### config.mk
export PLATFORM = sky130hd
export DESIGN_NAME = sparse_triplet_transpose
export DESIGN_NICKNAME = d
export VERILOG_FILES = /design/src/hw/rtl/sptt_pkg.sv /design/src/hw/rtl/sparse_triplet_transpose.sv /design/src/hw/rtl/sptt_ram.sv
export SDC_FILE = /design/constraint.sdc
export NUM_CORES = 2
export LEC_CHECK = 0
export BUFFER_PORTS_ARGS = -buffer_cell sky130_fd_sc_hd__buf_2
export CAP_MARGIN = 20
export CORE_ASPECT_RATIO = 0.75
export CORE_UTILIZATION = 36
export DETAILED_ROUTE_END_ITERATION = 10
export PLACE_DENSITY = 0.62
export SLEW_MARGIN = 20
export SYNTH_ARGS = -nofsm -noshare
export SYNTH_HDL_FRONTEND = slang
export SYNTH_SLANG_ARGS = --single-unit
export TNS_END_PERCENT = 30
### constraint.sdc
create_clock -name clk_i -period 5.25 [get_ports clk_i]
set_input_delay 0.2625 -clock clk_i [delete_from_list [all_inputs] [get_ports clk_i]]
set_output_delay 0.2625 -clock clk_i [all_outputs]
set_load 0.05 [all_outputs]
### src/hw/rtl/sptt_pkg.sv
package sptt_pkg;

  // Store geometry
  localparam int unsigned MAX_ENTRIES = 64;
  localparam int unsigned INDEX_BITS  = 12;
  localparam int unsigned VALUE_W     = 32;
  localparam int unsigned ADDR_W      = (MAX_ENTRIES > 1) ? $clog2(MAX_ENTRIES) : 1;
  localparam int unsigned CNT_W       = $clog2(MAX_ENTRIES + 1);
  localparam int unsigned TERM_W      = 2 * INDEX_BITS + VALUE_W;

  // Configuration registers
  localparam int unsigned CFG_IDX_W  = 2;
  localparam int unsigned CFG_DATA_W = 13;
  localparam logic [CFG_IDX_W-1:0] REG_SOURCE_ROWS = CFG_IDX_W'(0);
  localparam logic [CFG_IDX_W-1:0] REG_SOURCE_COLS = CFG_IDX_W'(1);

  typedef struct packed {
    logic                        has_term;
    logic [INDEX_BITS-1:0]       in_row;
    logic [INDEX_BITS-1:0]       in_col;
    logic signed [VALUE_W-1:0]   in_value;
    logic                        last_term;
  } in_item_t;

  typedef struct packed {
    logic [INDEX_BITS-1:0]       out_row;
    logic [INDEX_BITS-1:0]       out_col;
    logic signed [VALUE_W-1:0]   out_value;
    logic                        last_out;
    logic                        overflow;
  } out_item_t;

  // One stored term, as laid out in the RAM word
  typedef struct packed {
    logic [INDEX_BITS-1:0]       row;
    logic [INDEX_BITS-1:0]       col;
    logic signed [VALUE_W-1:0]   value;
  } term_t;

endpackage

### src/hw/rtl/sparse_triplet_transpose.sv
// Channel  | Direction | Handshake               | Payload
// ---------+-----------+-------------------------+--------------------------------
// in       | sink      | in_valid_i / in_stall_o | in_item_i  (sptt_pkg::in_item_t)
// out      | source    | out_valid_o/out_stall_i | out_item_o (sptt_pkg::out_item_t)
// cfg      | sink      | cfg_valid_i/cfg_ready_o | cfg_index_i, cfg_data_i
//
// Loading accepts one item per cycle. The item marked last starts the scan, during
// which in_stall_o is high. The scan makes one pass per distinct stored column
// below source_cols (plus one for column 0 if it holds no term); each pass reads
// every stored term through the single RAM read port, and a closing flush step
// follows. Output stalls lengthen the scan.
// Reset clears the state, count, indices and flags only; the term RAM needs no clearing pass.
module sparse_triplet_transpose (
  input  logic                                clk_i,
  input  logic                                rst_ni,
  input  logic                                in_valid_i,
  output logic                                in_stall_o,
  input  sptt_pkg::in_item_t                  in_item_i,
  output logic                                out_valid_o,
  input  logic                                out_stall_i,
  output sptt_pkg::out_item_t                 out_item_o,
  input  logic                                cfg_valid_i,
  output logic                                cfg_ready_o,
  input  logic [sptt_pkg::CFG_IDX_W-1:0]      cfg_index_i,
  input  logic [sptt_pkg::CFG_DATA_W-1:0]     cfg_data_i
);

  import sptt_pkg::*;

  localparam logic [1:0] S_LOAD  = 2'd0;
  localparam logic [1:0] S_RD    = 2'd1;
  localparam logic [1:0] S_EVAL  = 2'd2;
  localparam logic [1:0] S_FLUSH = 2'd3;

  logic [1:0]            state_q, state_d;
  logic [CNT_W-1:0]      count_q, count_d;
  logic                  dropped_q, dropped_d;
  logic [CNT_W-1:0]      idx_q, idx_d;
  logic [INDEX_BITS-1:0] cur_col_q, cur_col_d;
  logic [INDEX_BITS-1:0] next_col_q, next_col_d;
  logic                  next_found_q, next_found_d;
  logic                  held_valid_q, held_valid_d;
  term_t                 held_q, held_d;
  logic                  out_valid_q, out_valid_d;
  out_item_t             out_q, out_d;
  logic [CFG_DATA_W-1:0] source_cols_q;

  logic                  ram_we;
  logic                  ram_re;
  logic [ADDR_W-1:0]     ram_waddr;
  logic [ADDR_W-1:0]     ram_raddr;
  logic [TERM_W-1:0]     ram_wdata;
  logic [TERM_W-1:0]     ram_rdata;
  term_t                 entry;
  term_t                 in_term;
  logic                  out_free;
  logic                  match;

  // Configuration: always ready. The user must keep it only written while idle;
  // the block has no check. The source row count does not steer the scan and is not kept.
  assign cfg_ready_o = 1'b1;

  always_ff @(posedge clk_i or negedge rst_ni) begin
    if (!rst_ni) begin
      source_cols_q <= CFG_DATA_W'(1);
    end else if (cfg_valid_i) begin
      unique case (cfg_index_i)
        REG_SOURCE_COLS: source_cols_q <= cfg_data_i;
        default: ;
      endcase
    end
  end

  // Term store
  sptt_ram #(
    .WIDTH (TERM_W),
    .DEPTH (MAX_ENTRIES)
  ) u_store (
    .clk_i   (clk_i),
    .we_i    (ram_we),
    .waddr_i (ram_waddr),
    .wdata_i (ram_wdata),
    .re_i    (ram_re),
    .raddr_i (ram_raddr),
    .rdata_o (ram_rdata)
  );

  assign in_term.row   = in_item_i.in_row;
  assign in_term.col   = in_item_i.in_col;
  assign in_term.value = in_item_i.in_value;
  assign ram_wdata     = in_term;
  assign ram_waddr     = count_q[ADDR_W-1:0];
  assign ram_raddr     = idx_q[ADDR_W-1:0];
  assign entry         = term_t'(ram_rdata);
  assign match         = (entry.col == cur_col_q);

  assign in_stall_o = (state_q != S_LOAD);
  assign out_free   = !out_valid_q || !out_stall_i;

  // Sequencer: load, then per-column passes over the store, then a flush
  always_comb begin
    state_d      = state_q;
    count_d      = count_q;
    dropped_d    = dropped_q;
    idx_d        = idx_q;
    cur_col_d    = cur_col_q;
    next_col_d   = next_col_q;
    next_found_d = next_found_q;
    held_valid_d = held_valid_q;
    held_d       = held_q;
    out_valid_d  = out_valid_q && out_stall_i;
    out_d        = out_q;
    ram_we       = 1'b0;
    ram_re       = 1'b0;

    unique case (state_q)
      S_LOAD: begin
        if (in_valid_i && in_item_i.has_term) begin
          if (count_q < CNT_W'(MAX_ENTRIES)) begin
            ram_we  = 1'b1;
            count_d = count_q + CNT_W'(1);
          end else begin
            dropped_d = 1'b1;
          end
        end
        if (in_valid_i && in_item_i.last_term) begin
          cur_col_d    = '0;
          idx_d        = '0;
          next_found_d = 1'b0;
          if (count_d == '0 || source_cols_q == '0) begin
            state_d = S_FLUSH;
          end else begin
            state_d = S_RD;
          end
        end
      end

      S_RD: begin
        ram_re  = 1'b1;
        state_d = S_EVAL;
      end

      S_EVAL: begin
        // A new match needs the held term moved out first
        if (!(match && held_valid_q && !out_free)) begin
          if (match) begin
            if (held_valid_q) begin
              out_valid_d       = 1'b1;
              out_d.out_row     = held_q.col;
              out_d.out_col     = held_q.row;
              out_d.out_value   = held_q.value;
              out_d.last_out    = 1'b0;
              out_d.overflow    = dropped_q;
            end
            held_d       = entry;
            held_valid_d = 1'b1;
          end
          // Track the smallest column above the current one
          if (entry.col > cur_col_q && (!next_found_q || entry.col < next_col_q)) begin
            next_col_d   = entry.col;
            next_found_d = 1'b1;
          end
          if (idx_q + CNT_W'(1) == count_q) begin
            if (next_found_d && {1'b0, next_col_d} < source_cols_q) begin
              cur_col_d    = next_col_d;
              next_found_d = 1'b0;
              idx_d        = '0;
              state_d      = S_RD;
            end else begin
              state_d = S_FLUSH;
            end
          end else begin
            idx_d   = idx_q + CNT_W'(1);
            state_d = S_RD;
          end
        end
      end

      S_FLUSH: begin
        // Final held term goes out marked last; then the store empties
        if (!held_valid_q || out_free) begin
          if (held_valid_q) begin
            out_valid_d     = 1'b1;
            out_d.out_row   = held_q.col;
            out_d.out_col   = held_q.row;
            out_d.out_value = held_q.value;
            out_d.last_out  = 1'b1;
            out_d.overflow  = dropped_q;
          end
          held_valid_d = 1'b0;
          count_d      = '0;
          dropped_d    = 1'b0;
          state_d      = S_LOAD;
        end
      end

      default: state_d = S_LOAD;
    endcase
  end

  // Control registers
  always_ff @(posedge clk_i or negedge rst_ni) begin
    if (!rst_ni) begin
      state_q      <= S_LOAD;
      count_q      <= '0;
      dropped_q    <= 1'b0;
      idx_q        <= '0;
      cur_col_q    <= '0;
      next_found_q <= 1'b0;
      held_valid_q <= 1'b0;
      out_valid_q  <= 1'b0;
    end else begin
      state_q      <= state_d;
      count_q      <= count_d;
      dropped_q    <= dropped_d;
      idx_q        <= idx_d;
      cur_col_q    <= cur_col_d;
      next_found_q <= next_found_d;
      held_valid_q <= held_valid_d;
      out_valid_q  <= out_valid_d;
    end
  end

  // Payload registers
  always_ff @(posedge clk_i) begin
    next_col_q <= next_col_d;
    held_q     <= held_d;
    out_q      <= out_d;
  end

  assign out_valid_o = out_valid_q;
  assign out_item_o  = out_q;

  // Checks
  a_count_bound: assert property (@(posedge clk_i) disable iff (!rst_ni)
    count_q <= CNT_W'(MAX_ENTRIES))
    else $error("term count above store depth");

  a_held_idle: assert property (@(posedge clk_i) disable iff (!rst_ni)
    state_q == S_LOAD |-> !held_valid_q)
    else $error("held term left over after a run");

  a_col_in_scan: assert property (@(posedge clk_i) disable iff (!rst_ni)
    (state_q == S_RD || state_q == S_EVAL) |-> {1'b0, cur_col_q} < source_cols_q)
    else $error("scan column outside source_cols");

  a_idx_in_store: assert property (@(posedge clk_i) disable iff (!rst_ni)
    (state_q == S_RD || state_q == S_EVAL) |-> idx_q < count_q)
    else $error("read of an unfilled store entry");

endmodule

### src/hw/rtl/sptt_ram.sv
module sptt_ram #(
  parameter int unsigned WIDTH = 8,
  parameter int unsigned DEPTH = 16
) (
  input  logic                                       clk_i,
  input  logic                                       we_i,
  input  logic [((DEPTH > 1) ? $clog2(DEPTH) : 1)-1:0] waddr_i,
  input  logic [WIDTH-1:0]                           wdata_i,
  input  logic                                       re_i,
  input  logic [((DEPTH > 1) ? $clog2(DEPTH) : 1)-1:0] raddr_i,
  output logic [WIDTH-1:0]                           rdata_o
);

  logic [WIDTH-1:0] mem_q [DEPTH];
  logic [WIDTH-1:0] rdata_q;

  // One write port, one registered read port; read data holds without re_i
  always_ff @(posedge clk_i) begin
    if (we_i) begin
      mem_q[waddr_i] <= wdata_i;
    end
    if (re_i) begin
      rdata_q <= mem_q[raddr_i];
    end
  end

  assign rdata_o = rdata_q;

endmodule

==> run metrics <==
status complete, no violations; critical path depth in cells 17; fin crit period 4.83 ns; setup TNS 0 ns; synth cell count leaders 3,766 x edfxtp_1, 1,176 x mux4_2, 164 x clkbuf_1; Post-Syn Nets 5,793; RSZ-0062 raised after global routing false; drc violations 0; HP Class primary input to flip-flop; Slowest Stage Delay on Critical Path 0.65 ns; DRT Pass-1 Iters 5; CP startpoint kind flip-flop; Congestion Overflow GR 0; top cells by area, synth edfxtp_1 78%, mux4_2 18%, dfrtp_1 0.76%; die width 733 um; EDFF count, synth 3,766; pwr dens 466 mW/mm2; main flop type after synthesis edfxtp_1; Mapped Area 0.144 mm2; IO Count ~140; H-tree depth 5; detailed-route via count 67,100; placed insts 11,100; Worst Setup SP u_store.rdata_o[33]; max layer used met5; WHS 0.0512 ns; Reg-to-Reg Start u_store.rdata_o[33]; root buffer cell clkbuf_16; Placed Area 0.155 mm2; M1 wire length 163 mm; clk slew on worst S/H paths 0.07 ns; Max Slew Vio Count 0; largest net degree at the start of global routing 94; most common cell in the netlist edfxtp_1; clock buffer depth 4; vias per inst 5.71; Synth Area in XOR/XNOR 0.000546; post-route cell area approximately 0.17 mm2; fin nets 6,297; post-route ant nets 0; Core ar. ~0.4 mm2; Simple-Gate Fraction of Synth Area 0.00650; clock latency on the worst-skew pair 0.95 ns; Synth Instances between 5,000 and 6,000; Post-Synth Adder-Cell Area 0.00312; vias in the first global route roughly 67,000; die height 551 um; critical path's slowest cell o41ai_1; Post-Route WL 389 mm; synthesized flop and latch total 3,811; initial antenna violation count 30; non-filler instance count after layout roughly 12,000; initial core utilization 0.361; WL/cell 33.1 um; P&R area growth vs syn 15.1%; crit path capture cur_col_q[11]; first-pass GRT wire length roughly 540 mm; endpoint class of the critical path flip-flop; Die ar. roughly 0.4 mm2; period utilization 0.921; Yosys Warn Count 0; leak pwr between 50 and 60 nW; worst reg2reg endpoint cur_col_q[11]; CP Cell Sequence ha_1, nor2b_1, o211ai_1, a211oi_1, o41ai_1, nor2_1, buf_4, mux2_2, ha_1, a21o_1, a21oi_1, o211a_1, nand3_1, nor3_1, o31a_1, and3b_1, o21ai_0; met3 wire len 38.9 mm; critical path's most frequent cell ha_1; multiplexer share of the synthesized area 0.185; GPL Wtd Cong 0.790; combinational family with the most area after synthesis multiplexers; critical path arrival 5.56 ns; WS Path Type flip-flop to flip-flop; Worst Tran Pin Value 1.12 ns; Syn Area/Cell 25.4 um2; fmax 207 MHz; largest fanout on the critical path 12; GRT Total Usage 0.189; area fraction of the dominant cell type after synthesis 0.783; Setup violations, final 0; IO Port Bufs 137; CTS buffer count 361; Clock Sinks 3,811; final hold vios 0; crit-path leading delay family compound AO/OA/AOI/OAI gates; worst-case reg-to-reg path depth 17; met2 wire length 177 mm; Synth Area in Compound Gates 0.00421; largest area contributor in the netlist edfxtp_1; Crit path buffers/inverters 1; MaxCap Viol Count 0; Initial DRC Count 9,721; post-synth cell types 57; CP required 5.98 ns; VDD IR max 363 uV; Clock Skew 0.0735 ns; Post-synth ARST share 0.0118; share of cells above drive strength 1 0.331; reg-to-reg setup timing slack slightly above 0.4 ns; register area share after synthesis 0.791; Rel. slew slack 0.256; CTS tree done; setup bufs post-CTS 0; dpl hpwl 204 mm; standard-cell row count roughly 200
-- power breakdown --
group / internal (W) / switching [W] / leakage (nW)
clock network: 0.0140 / 0.0113 / 5.42
registers: 0.0342 / 0.000521 / 34.4
logic: 0.00871 / 0.00880 / 10.3
total: 0.0569 / 0.0206 / 50.2
-- worst min-delay path by stage --
| stage | start | endpoint | cells after the start | slack (ns) |
|---|---|---|---|---|
| after floorplan | rst_ni | count_q[0] | 0 | -0.03 |
| after detailed placement | u_store.rdata_o[28] | held_q[28] | 0 | 0.40 |
| after global routing | in_item_i[49] | u_store.mem_q[3][48] | 1 | 0.07 |
| final | in_item_i[35] | u_store.mem_q[32][34] | 1 | 0.05 |
| after CTS | in_item_i[34] | u_store.mem_q[18][33] | 1 | 0.003 |
| after global placement | u_store.rdata_o[2] | held_q[2] | 0 | 0.41 |
-- cells by family (layout without fill, tap and decap cells) --
| logic type | count (synthesis) | after routing |
|---|---|---|
| xor gates and xnor gates | 9 | 9 |
| DFF | 3811 | 3811 |
| adders and majority gates | 36 | 36 |
| buffers and inverters | 333 | 1123 |
| other | 1 | 10 |
| and+or+nand+nor | 197 | 197 |
| muxes | 1202 | 1202 |
| AOI/OAI and AO/OA | 90 | 90 |
-- repair_timing --
item / in CTS / in global routing
endpoints found under the hold margin: 97 / 1193
hold buffers: 20 / 20
setup endpoints to repair: 0 / 0
gates resized for setup: 0 / 0
-- through the flow --
step                      power, W  worst slack, ns   util
after CTS                   0.0782            0.511  0.415
after global routing        0.0801            0.175  0.416
final                       0.0775            0.416  0.416
after global placement      0.0530            0.492  0.387
after detailed placement    0.0531            0.542  0.387
after floorplan             0.0474            0.309      -
-- metal layers --
layer | track usage | up-vias
met5 | 0 | -
met4 | 0.0426 | 14
met3 | 0.0409 | 518
met2 | 0.288 | 3557
met1 | 0.282 | 37200
li1 | - | 25900
-- worst reg2reg max path: cells and delay by family (launching register included) --
family	cells	cell delay (ns)
AOI/OAI and AO/OA	8	1.86
adders and majority gates	2	0.64
buffers and inverters	1	0.22
DFF	1	0.45
muxes	1	0.31
and+or+nand+nor	5	1.19
-- state kept, by name (all words and copies together) (netlist names) --
signal and flops:
u_store.mem_q 3584, out_item_o 58, held_q 56, u_store.rdata_o 56
source_cols_q 13, cur_col_q 12, next_col_q 12, count_q 7
idx_q 7, state_q 2, dropped_q 1, held_valid_q 1
next_found_q 1, out_valid_o 1
-- cell type report --
class / instances / area [um2]
Fill cell: 33700 / 233000
Tap cell: 5278 / 6600
Inverter: 45 / 174
Antenna cell: 9 / 22.5
Timing Repair Buffer: 429 / 4650
Sequential cell: 3811 / 114000
Clock inverter: 200 / 1630
Clock buffer: 449 / 9510
Multi-Input combinational cell: 1535 / 29400
-- layout by cell type, fill, tap and decap left out, drive strengths merged, types with 6 or more instances in the layout --
cell type / count
clkinvlp: 10
ha: 36
mux2: 24
nand3: 11
a21oi: 23
clkinv: 156
edfxtp: 3766
a31oi: 9
xor2: 6
inv: 57
mux4: 1176
buf: 389
o21ai: 16
nand4: 20
nor3: 6
dlygate4sd3: 40
nor2: 84
nand2: 37
dfrtp: 44
o31ai: 9
clkbuf: 449
diode: 9
bufinv: 22
Power figures use the tool's default switching activity.
